$ cat src/rtl/core/qamm_pkg.sv
// ----------------------------------------------------------------------------
// qamm_pkg
// Shared types and constants of the arming and X-frame motor mixer unit.
// ----------------------------------------------------------------------------
package qamm_pkg;

    localparam int WIDTH_W  = 12;
    localparam int CORR_W   = 11;
    localparam int PULSE_W  = 12;
    localparam int MIX_W    = 14;
    localparam int CFG_AW   = 3;
    localparam int CFG_DW   = 12;
    localparam int IN_TDW   = 88;
    localparam int OUT_TDW  = 56;

    localparam logic [CFG_AW-1:0] CFG_THR_LIMIT    = 3'd0;
    localparam logic [CFG_AW-1:0] CFG_STICK_LOW    = 3'd1;
    localparam logic [CFG_AW-1:0] CFG_STICK_HIGH   = 3'd2;
    localparam logic [CFG_AW-1:0] CFG_MIN_SPIN     = 3'd3;
    localparam logic [CFG_AW-1:0] CFG_MAX_PULSE    = 3'd4;
    localparam logic [CFG_AW-1:0] CFG_OFF_PULSE    = 3'd5;

    localparam logic [10:0] RST_THR_LIMIT    = 11'd1800;
    localparam logic [10:0] RST_STICK_LOW    = 11'd1050;
    localparam logic [11:0] RST_STICK_HIGH   = 12'd1950;
    localparam logic [10:0] RST_MIN_SPIN     = 11'd1100;
    localparam logic [11:0] RST_MAX_PULSE    = 12'd2000;
    localparam logic [10:0] RST_OFF_PULSE    = 11'd1000;

    typedef struct packed {
        logic [10:0] thr_limit;
        logic [10:0] stick_low;
        logic [11:0] stick_high;
        logic [10:0] min_spin;
        logic [11:0] max_pulse;
        logic [10:0] off_pulse;
    } t_cfg;

    // last declared field in the lowest bits
    typedef struct packed {
        logic [6:0]               pad;
        logic signed [CORR_W-1:0] yaw_corr;
        logic signed [CORR_W-1:0] pitch_corr;
        logic signed [CORR_W-1:0] roll_corr;
        logic [WIDTH_W-1:0]       yaw_w;
        logic [WIDTH_W-1:0]       pitch_w;
        logic [WIDTH_W-1:0]       roll_w;
        logic [WIDTH_W-1:0]       throttle_w;
    } t_in_item;

    typedef struct packed {
        logic [4:0]         pad;
        logic               ctl_reset;
        logic               recal;
        logic               armed_now;
        logic [PULSE_W-1:0] front_left;
        logic [PULSE_W-1:0] back_left;
        logic [PULSE_W-1:0] back_right;
        logic [PULSE_W-1:0] front_right;
    } t_out_item;

    typedef struct packed {
        logic armed_next;
        logic recal;
        logic ctl_reset;
        logic spin;
    } t_arm_status;

endpackage

$ cat src/rtl/core/qamm_cfg_regs.sv
// ----------------------------------------------------------------------------
// qamm_cfg_regs
// Configuration register file, written through a plain write port.
// ----------------------------------------------------------------------------
module qamm_cfg_regs (
    input  logic                        i_clk,
    input  logic                        i_rst_n,
    input  logic                        i_cfg_we,
    input  logic [qamm_pkg::CFG_AW-1:0] i_cfg_addr,
    input  logic [qamm_pkg::CFG_DW-1:0] i_cfg_wdata,
    output qamm_pkg::t_cfg              o_cfg
);
    import qamm_pkg::*;

    t_cfg r_cfg;

    always_ff @(posedge i_clk) begin
        if (!i_rst_n) begin
            r_cfg.thr_limit    <= RST_THR_LIMIT;
            r_cfg.stick_low    <= RST_STICK_LOW;
            r_cfg.stick_high   <= RST_STICK_HIGH;
            r_cfg.min_spin     <= RST_MIN_SPIN;
            r_cfg.max_pulse    <= RST_MAX_PULSE;
            r_cfg.off_pulse    <= RST_OFF_PULSE;
        end else if (i_cfg_we) begin
            case (i_cfg_addr)
                CFG_THR_LIMIT:    r_cfg.thr_limit    <= i_cfg_wdata[10:0];
                CFG_STICK_LOW:    r_cfg.stick_low    <= i_cfg_wdata[10:0];
                CFG_STICK_HIGH:   r_cfg.stick_high   <= i_cfg_wdata;
                CFG_MIN_SPIN:     r_cfg.min_spin     <= i_cfg_wdata[10:0];
                CFG_MAX_PULSE:    r_cfg.max_pulse    <= i_cfg_wdata;
                CFG_OFF_PULSE:    r_cfg.off_pulse    <= i_cfg_wdata[10:0];
                default: ;
            endcase
        end
    end

    assign o_cfg = r_cfg;

endmodule

$ cat src/rtl/core/qamm_arming.sv
// ----------------------------------------------------------------------------
// qamm_arming
// Stick gesture decode: arm, arm with recalibration, disarm.
// ----------------------------------------------------------------------------
module qamm_arming (
    input  logic                         i_armed,
    input  logic [qamm_pkg::WIDTH_W-1:0] i_throttle_w,
    input  logic [qamm_pkg::WIDTH_W-1:0] i_roll_w,
    input  logic [qamm_pkg::WIDTH_W-1:0] i_pitch_w,
    input  logic [qamm_pkg::WIDTH_W-1:0] i_yaw_w,
    input  logic [10:0]                  i_stick_low,
    input  logic [11:0]                  i_stick_high,
    output qamm_pkg::t_arm_status        o_status
);
    import qamm_pkg::*;

    logic thr_lo, rol_lo, rol_hi, pit_lo, yaw_lo, yaw_hi;
    logic arm_recal, armed_a, arm_plain, armed_b, disarm, armed_c;

    always_comb begin
        thr_lo = i_throttle_w < {1'b0, i_stick_low};
        rol_lo = i_roll_w     < {1'b0, i_stick_low};
        pit_lo = i_pitch_w    < {1'b0, i_stick_low};
        yaw_lo = i_yaw_w      < {1'b0, i_stick_low};
        rol_hi = i_roll_w     > i_stick_high;
        yaw_hi = i_yaw_w      > i_stick_high;

        arm_recal = !i_armed && thr_lo && rol_lo && pit_lo && yaw_hi;
        armed_a   = i_armed || arm_recal;
        arm_plain = !armed_a && thr_lo && rol_hi && pit_lo && yaw_hi;
        armed_b   = armed_a || arm_plain;
        disarm    = armed_b && thr_lo && rol_hi && pit_lo && yaw_lo;
        armed_c   = armed_b && !disarm;

        o_status.armed_next = armed_c;
        o_status.recal      = arm_recal;
        o_status.ctl_reset  = armed_c && thr_lo;
        o_status.spin       = armed_c && !thr_lo;
    end

endmodule

$ cat src/rtl/core/qamm_mixer.sv
// ----------------------------------------------------------------------------
// qamm_mixer
// Throttle cap, X-frame mix and clamp of the four motor pulses, or the off pulse when not spinning.
// ----------------------------------------------------------------------------
module qamm_mixer (
    input  logic                                i_spin,
    input  logic [qamm_pkg::WIDTH_W-1:0]        i_throttle_w,
    input  logic signed [qamm_pkg::CORR_W-1:0]  i_roll_corr,
    input  logic signed [qamm_pkg::CORR_W-1:0]  i_pitch_corr,
    input  logic signed [qamm_pkg::CORR_W-1:0]  i_yaw_corr,
    input  qamm_pkg::t_cfg                      i_cfg,
    output logic [qamm_pkg::PULSE_W-1:0]        o_front_right,
    output logic [qamm_pkg::PULSE_W-1:0]        o_back_right,
    output logic [qamm_pkg::PULSE_W-1:0]        o_back_left,
    output logic [qamm_pkg::PULSE_W-1:0]        o_front_left
);
    import qamm_pkg::*;

    function automatic logic [PULSE_W-1:0] clamp_pulse(
        input logic signed [MIX_W-1:0] v,
        input logic [10:0]             lo,
        input logic [11:0]             hi
    );
        logic signed [MIX_W-1:0] x;
        begin
            x = v;
            if (x < $signed({3'b000, lo})) x = $signed({3'b000, lo});
            if (x > $signed({2'b00, hi}))  x = $signed({2'b00, hi});
            return x[PULSE_W-1:0];
        end
    endfunction

    logic [10:0]             thr_cap;
    logic signed [MIX_W-1:0] t, cr, cp, cy;
    logic signed [MIX_W-1:0] mix_fr, mix_br, mix_bl, mix_fl;
    logic [PULSE_W-1:0]      off;

    always_comb begin
        thr_cap = (i_throttle_w > {1'b0, i_cfg.thr_limit}) ? i_cfg.thr_limit
                                                           : i_throttle_w[10:0];
        t  = $signed({3'b000, thr_cap});
        cr = {{(MIX_W-CORR_W){i_roll_corr[CORR_W-1]}},  i_roll_corr};
        cp = {{(MIX_W-CORR_W){i_pitch_corr[CORR_W-1]}}, i_pitch_corr};
        cy = {{(MIX_W-CORR_W){i_yaw_corr[CORR_W-1]}},   i_yaw_corr};

        mix_fr = t + cr + cp - cy;
        mix_br = t + cr - cp + cy;
        mix_bl = t - cr - cp - cy;
        mix_fl = t - cr + cp + cy;

        off = {1'b0, i_cfg.off_pulse};
        if (i_spin) begin
            o_front_right = clamp_pulse(mix_fr, i_cfg.min_spin, i_cfg.max_pulse);
            o_back_right  = clamp_pulse(mix_br, i_cfg.min_spin, i_cfg.max_pulse);
            o_back_left   = clamp_pulse(mix_bl, i_cfg.min_spin, i_cfg.max_pulse);
            o_front_left  = clamp_pulse(mix_fl, i_cfg.min_spin, i_cfg.max_pulse);
        end else begin
            o_front_right = off;
            o_back_right  = off;
            o_back_left   = off;
            o_front_left  = off;
        end
    end

endmodule

$ cat src/rtl/core/quad_arming_and_motor_mixer_unit.sv
// ----------------------------------------------------------------------------
// quad_arming_and_motor_mixer_unit
// Stick-gesture arming and X-frame motor mixer for a quadcopter.
// ----------------------------------------------------------------------------
// One request per control tick carries the four receiver widths and three
// attitude corrections; one result carries four motor pulses and the arming
// flags. A request is registered, decoded and mixed from the input register,
// and the result is registered in the output register; a new request is taken
// every cycle while the result side keeps up. The armed flag is updated as
// each request leaves the input register, in arrival order. Configuration
// writes take effect at once and must only be made with the unit empty.
module quad_arming_and_motor_mixer_unit (
    input  logic                         i_clk,
    input  logic                         i_rst_n,
    input  logic                         i_s_axis_tvalid,
    output logic                         o_s_axis_tready,
    // throttle_width, roll_width, pitch_width, yaw_width,
    // roll_correction, pitch_correction, yaw_correction, zero fill
    input  logic [qamm_pkg::IN_TDW-1:0]  i_s_axis_tdata,
    output logic                         o_m_axis_tvalid,
    input  logic                         i_m_axis_tready,
    // front_right_pulse, back_right_pulse, back_left_pulse, front_left_pulse,
    // armed_now, recalibrate_request, controller_reset_request, zero fill
    output logic [qamm_pkg::OUT_TDW-1:0] o_m_axis_tdata,
    input  logic                         i_cfg_we,
    input  logic [qamm_pkg::CFG_AW-1:0]  i_cfg_addr,
    input  logic [qamm_pkg::CFG_DW-1:0]  i_cfg_wdata
);
    import qamm_pkg::*;

    t_cfg        cfg;
    t_in_item    r_in;
    logic        r_in_valid;
    t_out_item   r_out, n_out;
    logic        r_out_valid;
    logic        r_armed;
    t_arm_status arm;
    logic        out_load, in_load;

    qamm_cfg_regs u_cfg (
        .i_clk       (i_clk),
        .i_rst_n     (i_rst_n),
        .i_cfg_we    (i_cfg_we),
        .i_cfg_addr  (i_cfg_addr),
        .i_cfg_wdata (i_cfg_wdata),
        .o_cfg       (cfg)
    );

    qamm_arming u_arm (
        .i_armed      (r_armed),
        .i_throttle_w (r_in.throttle_w),
        .i_roll_w     (r_in.roll_w),
        .i_pitch_w    (r_in.pitch_w),
        .i_yaw_w      (r_in.yaw_w),
        .i_stick_low  (cfg.stick_low),
        .i_stick_high (cfg.stick_high),
        .o_status     (arm)
    );

    qamm_mixer u_mix (
        .i_spin        (arm.spin),
        .i_throttle_w  (r_in.throttle_w),
        .i_roll_corr   (r_in.roll_corr),
        .i_pitch_corr  (r_in.pitch_corr),
        .i_yaw_corr    (r_in.yaw_corr),
        .i_cfg         (cfg),
        .o_front_right (n_out.front_right),
        .o_back_right  (n_out.back_right),
        .o_back_left   (n_out.back_left),
        .o_front_left  (n_out.front_left)
    );

    assign n_out.pad       = '0;
    assign n_out.armed_now = arm.armed_next;
    assign n_out.recal     = arm.recal;
    assign n_out.ctl_reset = arm.ctl_reset;

    assign out_load        = r_in_valid && (!r_out_valid || i_m_axis_tready);
    assign in_load         = i_s_axis_tvalid && o_s_axis_tready;
    assign o_s_axis_tready = !r_in_valid || out_load;

    always_ff @(posedge i_clk) begin
        if (!i_rst_n) begin
            r_in_valid  <= 1'b0;
            r_out_valid <= 1'b0;
            r_armed     <= 1'b0;
        end else begin
            if (in_load) begin
                r_in_valid <= 1'b1;
            end else if (out_load) begin
                r_in_valid <= 1'b0;
            end
            if (out_load) begin
                r_out_valid <= 1'b1;
                r_armed     <= arm.armed_next;
            end else if (i_m_axis_tready) begin
                r_out_valid <= 1'b0;
            end
        end
    end

    always_ff @(posedge i_clk) begin
        if (in_load) begin
            r_in <= t_in_item'(i_s_axis_tdata);
        end
        if (out_load) begin
            r_out <= n_out;
        end
    end

    assign o_m_axis_tvalid = r_out_valid;
    assign o_m_axis_tdata  = r_out;

    a_armed_hold: assert property (@(posedge i_clk) disable iff (!i_rst_n)
        !out_load |=> $stable(r_armed))
        else $error("armed flag changed without a request leaving the input register");

    a_armed_match: assert property (@(posedge i_clk) disable iff (!i_rst_n)
        out_load |=> (r_out.armed_now == r_armed))
        else $error("reported armed flag differs from held state");

    a_reset_needs_arm: assert property (@(posedge i_clk) disable iff (!i_rst_n)
        r_out_valid && r_out.ctl_reset |-> r_out.armed_now)
        else $error("controller reset requested while disarmed");

    a_off_when_idle: assert property (@(posedge i_clk) disable iff (!i_rst_n)
        r_out_valid && !r_out.armed_now |->
            (r_out.front_right == {1'b0, cfg.off_pulse}) &&
            (r_out.back_left == {1'b0, cfg.off_pulse}))
        else $error("motor pulse not off while disarmed");

    a_pulse_cap: assert property (@(posedge i_clk) disable iff (!i_rst_n)
        r_out_valid && r_out.armed_now && !r_out.ctl_reset |->
            (r_out.front_right <= cfg.max_pulse) && (r_out.front_left <= cfg.max_pulse))
        else $error("motor pulse above upper limit");

endmodule
$ cat config.mk
export PLATFORM = sky130hd
export DESIGN_NAME = quad_arming_and_motor_mixer_unit
export DESIGN_NICKNAME = d
export VERILOG_FILES = /design/src/rtl/core/qamm_pkg.sv /design/src/rtl/core/qamm_cfg_regs.sv /design/src/rtl/core/qamm_arming.sv /design/src/rtl/core/qamm_mixer.sv /design/src/rtl/core/quad_arming_and_motor_mixer_unit.sv
export SDC_FILE = /design/constraint.sdc
export NUM_CORES = 1
export LEC_CHECK = 0
export BUFFER_PORTS_ARGS = -buffer_cell sky130_fd_sc_hd__buf_2
export CAP_MARGIN = 20
export CORE_UTILIZATION = 45
export CTS_BUF_LIST = sky130_fd_sc_hd__clkbuf_8
export DETAILED_ROUTE_END_ITERATION = 8
export PLACE_DENSITY = 0.65
export SETUP_SLACK_MARGIN = 0.2
export SLEW_MARGIN = 20
export SYNTH_ARGS = -nofsm -noshare
export SYNTH_HDL_FRONTEND = slang
export SYNTH_HIERARCHICAL = 1
export SYNTH_SLANG_ARGS = --single-unit
$ cat constraint.sdc
create_clock -name i_clk -period 14.4 [get_ports i_clk]
set_input_delay 1.44 -clock i_clk [delete_from_list [all_inputs] [get_ports i_clk]]
set_output_delay 1.44 -clock i_clk [all_outputs]
set_load 0.03 [all_outputs]
# Word level (Yosys, flattened, before mapping)
# Cells that the tools add are included.
# classes
n_addsub	10
magnitude_cmp	15
eq_ne	5
mux	21
n_reduce_logical	36
# op_table
operator	count
2-to-1 mux 14 bit	8
> comparator 14 x 13 -> 1 bit	4
< comparator 14 x 12 -> 1 bit	4
2-to-1 mux 11 bit	5
< comparator 12 x 11 -> 1 bit	4
2-to-1 mux 12 bit	4
adder 13 x 11 -> 14 bit	2
adder 14 x 11 -> 14 bit	2
subtractor 13 x 11 -> 14 bit	2
subtractor 14 x 11 -> 14 bit	2
> comparator 12 bit	2
logical AND 1 bit	17
adder 12 x 11 -> 13 bit	1
subtractor 12 x 11 -> 13 bit	1
> comparator 12 x 11 -> 1 bit	1
AND reduction 2 bit	6
== test 3 x 2 -> 1 bit (second input constant)	2
== test 3 bit (second input constant)	2
zero test 1 bit	6
logical OR 1 bit	4
2-to-1 mux 1 bit	4
nonzero test 2 bit	2
== test 3 x 1 -> 1 bit (second input constant)	1
zero test 3 bit	1
# word_totals
register_bits	203
in_bits	108
output_inout_bits	58
elab_cells	114

# Longest topological paths before layout
# Gate-level depths: netlist of run 1.
# depth
ltp_word	23
mapped_depth	48
ltp_nobuf	44

# Hierarchy
# The synthesis of run 1 kept the hierarchy.
# by_module_without_submodules
module	instances	cells_per_inst	area_per_inst_um2	seq_area_each_um2
qamm_mixer	1	1046	8403.1	0.0
quad_arming_and_motor_mixer_unit	1	151	4139.0	4023.9
qamm_cfg_regs	1	254	2667.6	1361.3
qamm_arming	1	193	1605.3	0.0

# Worst setup path after synthesis of run 1
# Ideal clock, no wire load.
# synth_timing
kind	flip-flop to flip-flop
start	reg r_in[1] (netlist bit)
end	reg r_out (netlist bit o_m_axis_tdata[14]) (data pin)
setup_time_ps	270
arrival_ps	9008
t_required_ps	14130
slack_ps	5122
path_stages_with_launch	46
path_buffers	4
period_less_slack_ps	9278
path_cell_list	edfxtp_1 ha_1 nor2b_1 o21a_1 o21a_1 o21ai_0 a21oi_1 a2111oi_0 a21oi_1 clkbuf_1 mux2_2 ha_1 inv_1 fa_1 nor3_1 nor3_1 o21bai_1 a21oi_1 (+10 left out) nor2_1 xnor2_1 nor4b_1 ha_1 clkbuf_1 clkbuf_1 nor2_1 a21oi_1 ha_1 a21o_1 a21oi_1 nor2b_1 a2111oi_0 o31a_1 o2bb2ai_1 buf_4 mux2i_1 a21oi_1
# synth_rtl
element	line	rtl
start: declaration	quad_arming_and_motor_mixer_unit.sv:32	t_in_item r_in;
start signal: assignment	quad_arming_and_motor_mixer_unit.sv:104	r_in <= t_in_item'(i_s_axis_tdata);
end signal: assignment	quad_arming_and_motor_mixer_unit.sv:107	r_out <= n_out;
end: declaration	quad_arming_and_motor_mixer_unit.sv:34	t_out_item r_out, n_out;

==> results.toml, run 1 <==
[status]
status = "completed"

[logic_synthesis]
netlist_area_mm2 = 0.0168
synth_most_common_cell = "ha_1"
synth_edf_count = 132
netlist_top_cells_area = "edfxtp_1 24%, ha_1 18%, dfxtp_1 8.5%, fa_1 6.5%, mux2i_1 6.2%"
synth_top_area_share_pct = 23.6
ys_seq_area_share_pct = 32.0
synth.avg_cell_area_um2 = 10.2
synth_top_area_cell = "edfxtp_1"
ys_warn_count = 6
ys_types = 84
synth_common_cells = "245 x ha_1, 143 x inv_1, 132 x edfxtp_1"
synthArstFlopShare_pct = 0
synthFlopType = "edfxtp_1"
ys_ff_latch = 203
synthCells = 1644

[sta]
clock_skew_ns = 0.0259
worst_slew_pin_slew_ns = 0.898
period_share_pct = 76.4
fin_crit_ns = 11.00
setup_tns_ns = 0
slew_violations = 0
hold_viol = 0
finalSetupViolCount = 0
slew_headroom_pct = 39.8
grt_setup_unrepaired = "no"
fmax_mhz = 90.9
hold_ws_ns = 0.461

[finish]
syn_to_final_growth_pct = 11.3
final_layout_size_suffix_gt1_share_pct = 15.4
final_nets = 2207

[global_route]
grt.overflow.total = 0
grt_pass1_wl_mm = 69.5
antenna_found_initial = 2
grt_max_degree = 95
grt_pass1_vias = 12800
track_usage_pct = 23.6

[clocking]
clk_pin_slew_ns = 0.06
cts-buffers-inserted = 37
cts_setup_buffers = 0
cts_hold_buffers = 0
cts_sinks = 203
ctsResizeCount = 0
htreeDepth = 2
insertion_delay_ns = 0.59
clockBufferDepth = 3
cts_tree = "yes"
cts_root_buffer = "clkbuf_8"

[setup_path]
endpoint_kind = "register"
worst_setup_path_start_kind = "register"
path_class = "register to register"
cp_max_fo = 22
cpMaxStageDelayCell = "o41ai_1"
cpMostUsedCell = "ha_1"
worstPathRequired_ns = 14.65
critPathArrivalTime_ns = 11.25
crit_path_max_incr_delay_ns = 0.77

[floorplan]
num_io_pins = 166
start_util_pct = 45.8
chipHeight_um = 195
die_w_um = 195
coreArea_mm2 = 0.0367
fp-row-count = 70
dieArea_mm2 = 0.0381

[place]
dpl.hpwl_mm = 36.0
io_buffers = 153
place_congestion = 0.905

[routing]
wire_per_inst_um = 19.4
viasPerCell = 5.57
first_iter_violations = 781
vias = 12800
routed_wl_mm = 44.6
drc = 0
first_pass_iters = 5
ant_nets = 0

[power_and_ir_drop]
power_density_mw_per_mm2 = 193
max-vdd-ir-drop_mv = 0.144
leakagePower_nw = 8.33

[run]
cap_violations = 0

[worst_hold_path]
hold_path.class = "register to register"
==> cell families (layout without fill, tap and decap cells) <==
logic type,count (synthesis),after routing,share of synthesized area (%)
adder cells (fa/ha/maj),300,300,24.8
other,1,7,0.0223
AND/OR/NAND/NOR,385,385,12.2
multiplexers,145,145,8.94
buffers and inverters,197,375,4.75
XOR/XNOR,69,69,3.59
AO/OA/AOI/OAI,344,344,13.6
flip-flops,203,203,32.0
==> registers in the layout (all words and copies together) (netlist names) <==
| register | cells |
|---|---|
| r_in_valid | 1 |
| o_m_axis_tdata | 51 |
| o_m_axis_tvalid | 1 |
| r_in | 81 |
| u_cfg/o_cfg | 68 |
| r_armed | 1 |
==> layout by cell type, fill, tap and decap left out, types with 65 or more instances in the layout <==
cell type | netlist | layout
inv_1 | 143 | 156
o21ai_0 | 65 | 65
a21oi_1 | 103 | 103
buf_2 | 11 | 153
nor2_1 | 67 | 66
edfxtp_1 | 132 | 132
nand2_1 | 102 | 102
mux2i_1 | 104 | 104
ha_1 | 245 | 245
dfxtp_1 | 71 | 71
==> critical path: cells and delay by family (launching register included) <==
kind            cells  cell delay [ns]
fa+ha+maj           8             2.81
simple gates        5             1.37
buf+inv             2             0.31
xor+xnor            2             0.55
flops               1             0.47
mux                 2             0.72
compound gates     19             4.45
==> metal layers <==
| metal | track usage (%) | up-vias | routed length (µm) |
|---|---|---|---|
| met2 | 37.1 | 348 | 19600 |
| met1 | 32.9 | 6079 | 21600 |
| li1 | - | 6285 | - |
| met4 | 8.84 | 0 | 1510 |
| met3 | 3.40 | 75 | 2020 |
| met5 | 0 | - | 0 |
==> metrics by stage <==
stage	area, µm²	util, %	worst slack, ns	total power, W	std cells
after floorplan	16800	-	5.12	0.00243	1648
after global placement	18000	49.1	3.65	0.00300	2228
after detailed placement	18000	49.1	3.52	0.00304	2228
after CTS	18700	51.0	3.50	0.00360	2294
after global routing	18700	51.0	2.67	0.00390	2296
final	18700	51.0	3.40	0.00361	2296
==> report_power, final <==
part           total, W  internal [W]  leakage, nW  switching [W]
Sequential     0.000666      0.000647         1.79      0.0000196
Combinational   0.00241      0.000977         6.12        0.00143
Clock          0.000535      0.000281        0.417       0.000254
==> worst paths after layout <==
check | from | endpoint | slack, ns | depth (start not counted)
worst min-delay path | u_cfg/o_cfg[40]$_SDFFE_PN0P_ | u_cfg/o_cfg[40]$_SDFFE_PN0P_ | 0.46 | 2
worst max-delay path | r_in[1]$_DFFE_PP_ | o_m_axis_tdata[1]$_DFFE_PP_ | 3.40 | 38
worst max register to register | r_in[1]$_DFFE_PP_ | o_m_axis_tdata[1]$_DFFE_PP_ | 3.40 | 38
worst min register to register | u_cfg/o_cfg[40]$_SDFFE_PN0P_ | u_cfg/o_cfg[40]$_SDFFE_PN0P_ | 0.46 | 2
==> final cells by class <==
| cell class | instances | area (µm²) |
|---|---|---|
| Antenna cell | 2 | 5.00 |
| Fill cell | 3341 | 18000 |
| Multi-Input combinational cell | 1248 | 10700 |
| Timing Repair Buffer | 163 | 841 |
| Sequential cell | 203 | 5390 |
| Tap cell | 468 | 586 |
| Inverter | 146 | 548 |
| Clock buffer | 41 | 564 |
| Clock inverter | 25 | 141 |
Note: power is estimated with default switching activity, not from simulation.
==> run 2: changes to the inputs <==
==> constraint.sdc (replaced) <==
create_clock -name i_clk -period 11.45 [get_ports i_clk]
set_input_delay 1.145 -clock i_clk [delete_from_list [all_inputs] [get_ports i_clk]]
set_output_delay 1.145 -clock i_clk [all_outputs]
set_load 0.03 [all_outputs]
==> results.toml, run 2 (synthesis results as in run 1) <==
[sta]
hold_viol = 0
worst_slew_pin_slew_ns = 0.936
layout_setup_ws_ns = 0.629
clock_skew_ns = 0.0483
fin_crit_ns = 10.82
setup_tns_ns = 0
slew_violations = 0
hold_ws_ns = 0.458
slew_headroom_pct = 37.2
finalSetupViolCount = 0
fmax_mhz = 92.4
period_share_pct = 94.5
grt_setup_unrepaired = "no"

[setup_path]
ff2ff_path_depth = 44
r2r_end = "o_m_axis_tdata[13]$_DFFE_PP_"
worst_setup_path_start_kind = "register"
cpMostUsedCell = "a21oi_1"
path_class = "register to register"
critPathArrivalTime_ns = 11.08
cp_max_fo = 14
cpMaxStageDelayCell = "fa_1"
timing.reg2reg.setup_slack_ns = 0.63
crit_path_max_incr_delay_ns = 0.54
worstPathRequired_ns = 11.71
regToRegStartpoint = "r_in[1]$_DFFE_PP_"
endpoint_kind = "register"

[clocking]
htreeDepth = 2
insertion_delay_ns = 0.60
cts_setup_buffers = 0
cts_tree = "yes"
cts_sinks = 203
cts_root_buffer = "clkbuf_8"
clockBufferDepth = 3
ctsResizeCount = 0
clk_pin_slew_ns = 0.05
cts-buffers-inserted = 36
cts_hold_buffers = 0

[routing]
wire_per_inst_um = 19.3
ant_nets = 0
drc = 0
viasPerCell = 5.53
routed_wl_mm = 44.4
first_pass_iters = 6
first_iter_violations = 849
vias = 12700

[power_and_ir_drop]
swShare_pct = 47.3
leakagePower_nw = 8.34
p_seq_share_pct = 18.5
switching_power_w = 0.00214
internal_power_w = 0.00239
max-vdd-ir-drop_mv = 0.291
pwr-share-clk_pct = 14.5
power_density_mw_per_mm2 = 242
p_comb_share_pct = 67.0

[place]
place_congestion = 0.913
io_buffers = 153
pre_cts_ws_ns = 0.746
dpl.hpwl_mm = 35.9
placed_cells = 2229

[finish]
final_layout_size_suffix_gt1_share_pct = 15.5
final_nets = 2207
antenna_cells = 0
layout_commonest_cell = "ha_1"
syn_to_final_growth_pct = 11.4
final_cell_mix = "245 x ha_1, 160 x inv_1, 153 x buf_2"
instances_no_fill = 2295
final_util_pct = 51.0
largest_reg_flops = 81
largest-register = "r_in"

[global_route]
grt_pass1_wl_mm = 68.5
grt_max_degree = 95
grt_pass1_vias = 12600
antenna_found_initial = 0
grt.overflow.total = 0
track_usage_pct = 23.3

[run]
cap_violations = 0

[worst_hold_path]
min_to = "u_cfg/o_cfg[51]$_SDFFE_PN0P_"
hold-path-cell-count = 2
worstHoldStart = "u_cfg/o_cfg[51]$_SDFFE_PN0P_"
hold_path.class = "register to register"

[floorplan]
start_util_pct = 45.8
die_w_um = 195
fp-row-count = 70
dieArea_mm2 = 0.0381
num_io_pins = 166
chipHeight_um = 195
coreArea_mm2 = 0.0367

[status]
status = "completed"
-- run 2: changes by cell type in the layout (fill, tap and decap cells not counted), moves of 2 or more --
cell / delta
inv_1: +4
clkinv_1: -3
clkinv_2: -3
clkbuf_8: +2
diode_2: -2
-- run 2: routing by layer --
metal  GRT usage [%]  up-vias  wire length [µm]
li1                -     6285                 -
met1            32.6     6029             21900
met4            7.52        0              1160
met2            37.0      318             19600
met3            3.42       64              1750
met5               0        -                 0
-- run 2: power by group through the flow --
stage	clock (W)	combinational, W	sequential, W
6_report	0.000657	0.00304	0.000838
5_1_grt	0.000711	0.00334	0.000842
4_1_cts	0.000680	0.00300	0.000839
3_5_place_dp	0	0.00298	0.000854
3_3_place_gp	0	0.00294	0.000853
2_1_floorplan	0	0.00220	0.000859
-- run 2: worst max-delay path, delay by kind of cell (launching register included) --
kind	cells	cell delay, ns
compound gates	20	4.37
xor+xnor	2	0.41
fa+ha+maj	7	2.41
buf+inv	5	0.83
flops	1	0.48
mux	2	0.49
simple gates	8	1.50
-- run 2: how the worst max path moves through the flow --
stage	startpoint	endpoint	slack, ns	cells past startpoint
finish	r_in[1]$_DFFE_PP_	o_m_axis_tdata[13]$_DFFE_PP_	0.63	44
global route	r_in[1]$_DFFE_PP_	o_m_axis_tdata[13]$_DFFE_PP_	0.21	43
global placement	r_in[1]$_DFFE_PP_	o_m_axis_tdata[2]$_DFFE_PP_	1.03	39
detailed placement	r_in[1]$_DFFE_PP_	o_m_axis_tdata[2]$_DFFE_PP_	0.75	39
floorplan	r_in[1]$_DFFE_PP_	o_m_axis_tdata[14]$_DFFE_PP_	2.17	45
CTS	r_in[1]$_DFFE_PP_	o_m_axis_tdata[2]$_DFFE_PP_	0.71	39
-- run 2: layout make-up --
type                       count  area [µm²]
sequential                   203        5390
clock buffer                  43         592
inverter                     146         548
timing repair buffer         164         848
multi-input combinational   1248       10700
fill                        3327       18000
clock inverter                23         115
tap                          468         586
-- run 2: per-stage QoR --
stage          total power, W  cell area (µm²)
2_1_floorplan         0.00305            16800
3_3_place_gp          0.00380            18000
3_5_place_dp          0.00384            18000
4_1_cts               0.00452            18700
5_1_grt               0.00489            18700
6_report              0.00454            18700
